**config.mk**
```make
export PLATFORM = sky130hd
export DESIGN_NAME = seom_seq
export DESIGN_NICKNAME = d
export VERILOG_FILES = /design/src/hw/rtl/seom_pkg.sv /design/src/hw/rtl/seom_seq.sv
export SDC_FILE = /design/constraint.sdc
export NUM_CORES = 1
export LEC_CHECK = 0
export BUFFER_PORTS_ARGS = -buffer_cell sky130_fd_sc_hd__buf_2
export CORE_MARGIN = 2
export CORE_UTILIZATION = 40
export DETAILED_ROUTE_END_ITERATION = 16
export GPL_TIMING_DRIVEN = 0
export SYNTH_ARGS = -nofsm -noshare
export SYNTH_HDL_FRONTEND = slang
export SYNTH_SLANG_ARGS = --single-unit
```
**constraint.sdc**
```tcl
create_clock -name clk -period 5.4 [get_ports clk]
set_input_delay 0 -clock clk [delete_from_list [all_inputs] [get_ports clk]]
set_output_delay 0 -clock clk [all_outputs]
set_load 0.05 [all_outputs]
```
**src/hw/rtl/seom_pkg.sv**
```systemverilog
// ============================================================================
// seom_pkg: shared types and constants for the static edge object map
// Frame geometry, memory widths, register map and the per-pixel control word.
// ============================================================================
package seom_pkg;

    localparam int MAX_WIDTH  = 640;
    localparam int MAX_HEIGHT = 480;
    localparam int PIXELS     = MAX_WIDTH * MAX_HEIGHT;
    localparam int BG_FRAC    = 8;

    localparam int COL_W   = 10;
    localparam int ROW_W   = 9;
    localparam int ADDR_W  = $clog2(PIXELS);
    localparam int FRAME_W = 24;
    localparam int GRAD_W  = 11;
    localparam int BG_W    = GRAD_W + BG_FRAC + 1;
    localparam int CNT_W   = 8;

    localparam logic [15:0] INIT_RATE    = 16'd655;
    localparam logic [10:0] MIN_GRADIENT = 11'd20;
    localparam logic [7:0]  COUNT_GAIN   = 8'd2;

    // register map, index = byte address / 4
    localparam logic [2:0] REG_FRAME_WIDTH  = 3'd0;
    localparam logic [2:0] REG_FRAME_HEIGHT = 3'd1;
    localparam logic [2:0] REG_FORE_THRESH  = 3'd2;
    localparam logic [2:0] REG_STATIC_TIME  = 3'd3;
    localparam logic [2:0] REG_HALF_STATIC  = 3'd4;
    localparam logic [2:0] REG_LEARN_FRAMES = 3'd5;
    localparam logic [2:0] REG_LEARN_RATE   = 3'd6;
    localparam logic [2:0] REG_DECAY_PERIOD = 3'd7;

    // control word for one pixel, built by the sequencer
    typedef struct packed {
        logic              first;
        logic              decay;
        logic              accum;
        logic              interior;
        logic              init_rate;
        logic              col0;
        logic              last_col;
        logic              fend;
        logic [ADDR_W-1:0] addr;
        logic [ADDR_W-1:0] baddr;
        logic [COL_W-1:0]  col;
        logic [COL_W-1:0]  lcol;
    } px_t;

    typedef struct packed {
        logic             fore_x;
        logic             fore_y;
        logic [CNT_W-1:0] count;
        logic             static_pixel;
        logic             candidate_pixel;
        logic             fend;
    } res_t;

    function automatic logic [CNT_W-1:0] dec_sat(input logic [CNT_W-1:0] v);
        dec_sat = (v != '0) ? v - CNT_W'(1) : v;
    endfunction

endpackage

```
**src/hw/rtl/seom_seq.sv**
```systemverilog
// ============================================================================
// seom_seq: raster sequencer
// Tracks column, row, frame number and decay phase; builds the pixel control word.
// ============================================================================
module seom_seq (
    input  logic                          clk,
    input  logic                          rst_n,
    input  logic                          accept,
    input  logic [seom_pkg::COL_W-1:0]    frame_width,
    input  logic [seom_pkg::ROW_W-1:0]    frame_height,
    input  logic [15:0]                   learn_frames,
    input  logic [7:0]                    decay_period,
    output seom_pkg::px_t                 px
);

    logic [seom_pkg::COL_W-1:0]   col_pos_reg, col_pos_next;
    logic [seom_pkg::ROW_W-1:0]   row_pos_reg, row_pos_next;
    logic [seom_pkg::FRAME_W-1:0] frame_reg, frame_next;
    logic [7:0]                   phase_reg, phase_next;

    logic [seom_pkg::COL_W-1:0] w, col, bcol;
    logic [seom_pkg::ROW_W-1:0] h, row;
    logic [seom_pkg::ROW_W:0]   brow;
    logic [7:0]                 period;
    logic                       last_row;

    always_comb
    begin
        if (frame_width < seom_pkg::COL_W'(3))
            w = seom_pkg::COL_W'(3);
        else if (frame_width > seom_pkg::COL_W'(seom_pkg::MAX_WIDTH))
            w = seom_pkg::COL_W'(seom_pkg::MAX_WIDTH);
        else
            w = frame_width;
        if (frame_height < seom_pkg::ROW_W'(3))
            h = seom_pkg::ROW_W'(3);
        else if (frame_height > seom_pkg::ROW_W'(seom_pkg::MAX_HEIGHT))
            h = seom_pkg::ROW_W'(seom_pkg::MAX_HEIGHT);
        else
            h = frame_height;

        // a position beyond a shrunk size sticks to the last column / row
        col = (col_pos_reg < w) ? col_pos_reg : w - seom_pkg::COL_W'(1);
        row = (row_pos_reg < h) ? row_pos_reg : h - seom_pkg::ROW_W'(1);
        last_row = (row == h - seom_pkg::ROW_W'(1));

        px.col0      = (col == '0);
        px.last_col  = (col == w - seom_pkg::COL_W'(1));
        px.fend      = px.last_col && last_row;
        px.interior  = (row != '0) && !last_row && (col != '0) && !px.last_col;
        px.first     = (frame_reg == '0);
        px.decay     = !px.first && (phase_reg == '0);
        px.accum     = px.decay && (frame_reg > seom_pkg::FRAME_W'(learn_frames));
        px.init_rate = (frame_reg <= seom_pkg::FRAME_W'(learn_frames));
        px.col       = col;
        px.lcol      = px.last_col ? '0 : col + seom_pkg::COL_W'(1);
        px.addr      = seom_pkg::ADDR_W'(seom_pkg::ADDR_W'(row)
                       * seom_pkg::ADDR_W'(seom_pkg::MAX_WIDTH))
                       + seom_pkg::ADDR_W'(col);

        // row below; on the last column look two rows ahead at column 0
        brow = px.last_col ? {1'b0, row} + (seom_pkg::ROW_W+1)'(2)
                           : {1'b0, row} + (seom_pkg::ROW_W+1)'(1);
        bcol = px.last_col ? '0 : col + seom_pkg::COL_W'(1);
        if (brow < (seom_pkg::ROW_W+1)'(seom_pkg::MAX_HEIGHT))
            px.baddr = seom_pkg::ADDR_W'(seom_pkg::ADDR_W'(brow)
                       * seom_pkg::ADDR_W'(seom_pkg::MAX_WIDTH))
                       + seom_pkg::ADDR_W'(bcol);
        else
            px.baddr = '0;

        period = (decay_period == '0) ? 8'd1 : decay_period;

        col_pos_next = col_pos_reg;
        row_pos_next = row_pos_reg;
        frame_next   = frame_reg;
        phase_next   = phase_reg;
        if (accept)
        begin
            if (px.last_col)
            begin
                col_pos_next = '0;
                if (last_row)
                begin
                    row_pos_next = '0;
                    if (frame_reg != '1)
                        frame_next = frame_reg + seom_pkg::FRAME_W'(1);
                    if ({1'b0, phase_reg} + 9'd1 >= {1'b0, period})
                        phase_next = '0;
                    else
                        phase_next = phase_reg + 8'd1;
                end
                else
                begin
                    row_pos_next = row + seom_pkg::ROW_W'(1);
                end
            end
            else
            begin
                col_pos_next = col + seom_pkg::COL_W'(1);
            end
        end
    end

    always_ff @(posedge clk or negedge rst_n)
    begin
        if (!rst_n)
        begin
            col_pos_reg <= '0;
            row_pos_reg <= '0;
            frame_reg   <= '0;
            phase_reg   <= '0;
        end
        else
        begin
            col_pos_reg <= col_pos_next;
            row_pos_reg <= row_pos_next;
            frame_reg   <= frame_next;
            phase_reg   <= phase_next;
        end
    end

endmodule

```
Yosys cells after proc, flatten, opt, wreduce, memory -nomap -nowiden
Cells that the tools add are included.
{"block": "word_totals", "regBits": 51, "inputBits": 46, "word_cells": 60}
{"block": "op_classes", "add_sub_neg": 11, "mul": 2, "magnitude_cmp": 10, "eq_ne": 3, "mux": 12, "reduce_logical": 18}
{"cell": "two-way mux 10 bit", "count": 5}
{"cell": "adder 19 x 10 -> 19 bit", "count": 2}
{"cell": "two-way mux 9 bit", "count": 4}
{"cell": "adder 24 x 1 -> 24 bit (second input constant)", "count": 1}
{"cell": "> comparator 24 x 16 -> 1 bit", "count": 1}
{"cell": "<= comparator 24 x 16 -> 1 bit", "count": 1}
{"cell": "zero test 24 bit", "count": 1}
{"cell": "!= test 24 bit (second input constant)", "count": 1}
{"cell": "two-way mux 19 bit", "count": 1}
{"cell": "zero test 8 bit", "count": 2}
{"cell": "two-way mux 8 bit", "count": 2}
{"cell": "multiplier 10 x 3 -> 12 bit (second input constant)", "count": 1}
{"cell": "multiplier 9 x 3 -> 12 bit (second input constant)", "count": 1}
{"cell": "adder 10 x 1 -> 10 bit (second input constant)", "count": 1}
{"cell": "adder 9 x 1 -> 10 bit (second input constant)", "count": 1}
{"cell": "adder 9 x 2 -> 10 bit (second input constant)", "count": 1}
{"cell": "== test 10 bit", "count": 1}
{"cell": "> comparator 10 bit (second input constant)", "count": 1}
{"cell": "zero test 10 bit", "count": 1}
{"cell": "less-than comparator 10 bit", "count": 1}
{"cell": "less-than comparator 10 x 2 -> 1 bit (second input constant)", "count": 1}
{"cell": "less-than comparator 10 x 9 -> 1 bit (second input constant)", "count": 1}
{"cell": "nonzero test 10 bit", "count": 1}
{"cell": "subtractor 10 x 1 -> 10 bit (second input constant)", "count": 1}
{"cell": "other kinds (15)", "count": 22}

Longest topological paths before layout
{"block": "logic_depth", "depth_word": 10, "depth_mapped": 29, "mapped_depth_nobuf": 27}

Worst setup path before layout
No wires, ideal clock.
{"block": "synth_timing", "path_type": "input port to output port", "start": "in frame_width[8] in the netlist's numbering", "end": "out px[37] in the netlist's numbering", "arrival_time_ns": 6.141, "required_ns": 5.400, "path_slack_ns": -0.741, "stages": 26, "path_buffers": 4, "path_cell_list": "buf_4 > o21ai_1 > buf_6 > nand2_1 > ha_1 > a211oi_1 > o21bai_1 > a2111o_1 > a211o_1 > buf_4 > buf_2 > nand2_1 > o21a_1 > ha_1 > o21ai_0 > nor3_1 > xnor2_1 > nor2_1 > inv_1 > fa_1 > nor2b_1 > o2111ai_1 > nor3b_1 > nand3_1 > xnor2_1 > and3_1"}
{"item": "start: declaration", "line": "seom_seq.sv:9", "text": "input logic [seom_pkg::COL_W-1:0] frame_width,"}
{"item": "end: declaration", "line": "seom_seq.sv:13", "text": "output seom_pkg::px_t px"}

==> flow_summary.yaml <==
synth:
  ys_seq_area_frac: 0.189
  syn_avg_cell_area_um2: 8.19
  netlist_instances: 826
  synth_edf_count: 0
  synth_seq_cells: 51
  ys_async_sr_fraction: 1.00
  ys.flop_type: "dfrtp_1"
  syn_nets: 962
  yosysUniqueCellTypes: 79
  yosysWarnings: 0
  netlist_area_um2: 6760
sta:
  setup_violations: 0
  finClkSkew_ns: 0.00406
  rsz0062_at_grt: "true"
  fmax_mhz: 191
  hold_viol: 51
  finalCriticalPeriod_ns: 5.25
  relSlewSlack: 0.191
  tightestPinTransition_ns: 1.21
  drv_slew: 0
  whs_ns: -0.0413
  fin_crit_sh: 0.972
setup_path:
  rr_endpoint: "col_pos_reg[8]"
  worstSetupPathType: "primary input to output pin"
  reg2reg_slack_ns: 1.80
  cp_common_cell: "nor2_2"
  critPathCaptureType: "output pin"
  startpoint: "frame_width[3]"
  crit_buf_inv: 5
  cpLargestDelayFamily: "compound AO/OA/AOI/OAI gates"
  start_kind: "primary input"
  reg2regPathDepth: 16
  worstReg2RegStart: "col_pos_reg[2]"
  arrival_ns: 5.25
  slowest_delay_ns: 0.40
  crit_cells: 26
  worstPathRequired_ns: 5.40
  path_max_fanout: 7
  critPathSlowestCell: "nor4b_1"
  endpoint: "px[36]"
floorplan:
  io_pins: 112
  die_y_um: 134
  rows: 47
  core_area_um2: 16600
  die_w_um: 134
  initial_utilization: 0.408
  die-area_um2: 18000
clock_tree:
  clk_pin_slew_ns: 0.07
  cts_tree: "done"
  cts.path.max_buffers: 2
  cts_htree_levels: 2
  numCtsBuffers: 5
  cts_sinks: 51
  worstSkewPairLatency_ns: 0.29
  cts_root_buf: "clkbuf_16"
drt:
  wl_mm: 18.3
  drt_iter0_drc: 378
  vias: 6352
  viasPerCell: 5.36
  ant_nets: 0
  drc_errors: 0
  dr.pass1.iters: 7
  wl_per_cell_um: 15.4
final_layout:
  regArea_um2: 1280
  area_delta_synth_final_pct: 24.2
  final_layout_size_suffix_gt1_frac: 0.279
  multi_input_area_um2: 5370
  largest_reg_flops: 24
  num_antenna_cells: 0
  num-fill-cells: 1629
  final_nets: 1099
run_status:
  violations: "hold timing"
  status: "complete, but fails checks"
place:
  dp_hpwl_mm: 14.0
  place_congestion: 0.890
  port_buffers: 106
grt:
  grt_antenna_before_repair: 0
  grt_pass1_wl_mm: 29.7
  grt_pass1_vias: 6048
  grt-ovfl-total: 0
  grt_usage: 0.201
  grt_max_degree: 52
flow_run:
  max-cap-violations: 0
worst_hold_path:
  hp-class: "primary input to asynchronous set/reset pin"
routing by layer:
layer,up-vias,track usage,part of all wire
met5,-,0,0
met4,0,0.0386,0.0072
met3,12,0.0261,0.045
met2,174,0.336,0.47
met1,2951,0.282,0.48
li1,3215,-,-
Yosys cell counts (all sizes together) (29+ instances only):
cell type	n	area, µm²
o21ai	42	214
dfrtp	51	1280
inv	79	302
xor2	29	254
and3	34	214
nor2	46	175
xnor2	70	621
nand3	34	170
ha	86	1080
nand2	77	289
a21oi	38	190
worst register-to-register path, delay by kind of cell (launching register included):
family	cells	cell delay (ns)
flops	1	0.43
xor+xnor	1	0.26
compound gates	5	1.15
simple gates	2	0.16
mux	2	0.49
buf+inv	4	0.60
fa+ha+maj	2	0.40
cells in the final DEF, fill, tap and decap left out, drive strengths merged, types with 16 or more instances in the layout:
cell   netlist  routed
o21ai       42      42
nor3        21      21
nand2       77      77
ha          86      86
buf         21     151
and3        34      34
nand4       16      16
inv         79      79
nor2        46      46
xor2        29      29
nand3       34      34
xnor2       70      70
dfrtp       51      51
a21oi       38      38
logic make-up after synthesis:
family / share of synthesized area
XOR/XNOR: 0.129
multiplexers: 0.0444
flip-flops: 0.189
AO/OA/AOI/OAI: 0.168
adder cells (fa/ha/maj): 0.171
buffers and inverters: 0.0753
AND/OR/NAND/NOR: 0.224
cell type report:
class / instances / area share
Sequential cell: 51 / 0.153
Clock inverter: 3 / 0.00804
Buffer: 30 / 0.0276
Multi-Input combinational cell: 666 / 0.639
Tap cell: 220 / 0.0328
Clock buffer: 5 / 0.0149
Inverter: 79 / 0.0359
Timing Repair Buffer: 130 / 0.0885
metrics by stage:
| stage | TNS, ns | area (µm²) | std cells | utilization | setup WS (ns) |
|---|---|---|---|---|---|
| detailed placement | -2.91 | 7580 | 1152 | 0.457 | -0.801 |
| global placement | -2.88 | 7580 | 1152 | 0.457 | -0.775 |
| CTS | 0 | 7980 | 1170 | 0.481 | 0.0316 |
| global route | -0.126 | 8400 | 1184 | 0.506 | -0.0564 |
| finish | 0 | 8400 | 1184 | 0.506 | 0.153 |
| floorplan | 0 | 6780 | 826 | - | 0.0262 |
what timing repair did:
action / CTS / global route
setup endpoints to repair: 7 / 6
hold buffers: 0 / 0
gates resized for setup: 34 / 76
setup buffers: 10 / 14
pin swaps: 8 / 21
how the worst min path moves through the flow:
stage	from	to
4_1_cts	rst_n	frame_reg[3]
3_3_place_gp	rst_n	frame_reg[6]
3_5_place_dp	rst_n	frame_reg[5]
6_report	rst_n	frame_reg[5]
5_1_grt	rst_n	frame_reg[5]
2_1_floorplan	rst_n	col_pos_reg[0]
Power is not shown: default switching activity piles up to over one toggle a cycle in this logic, so the estimate is an artifact.
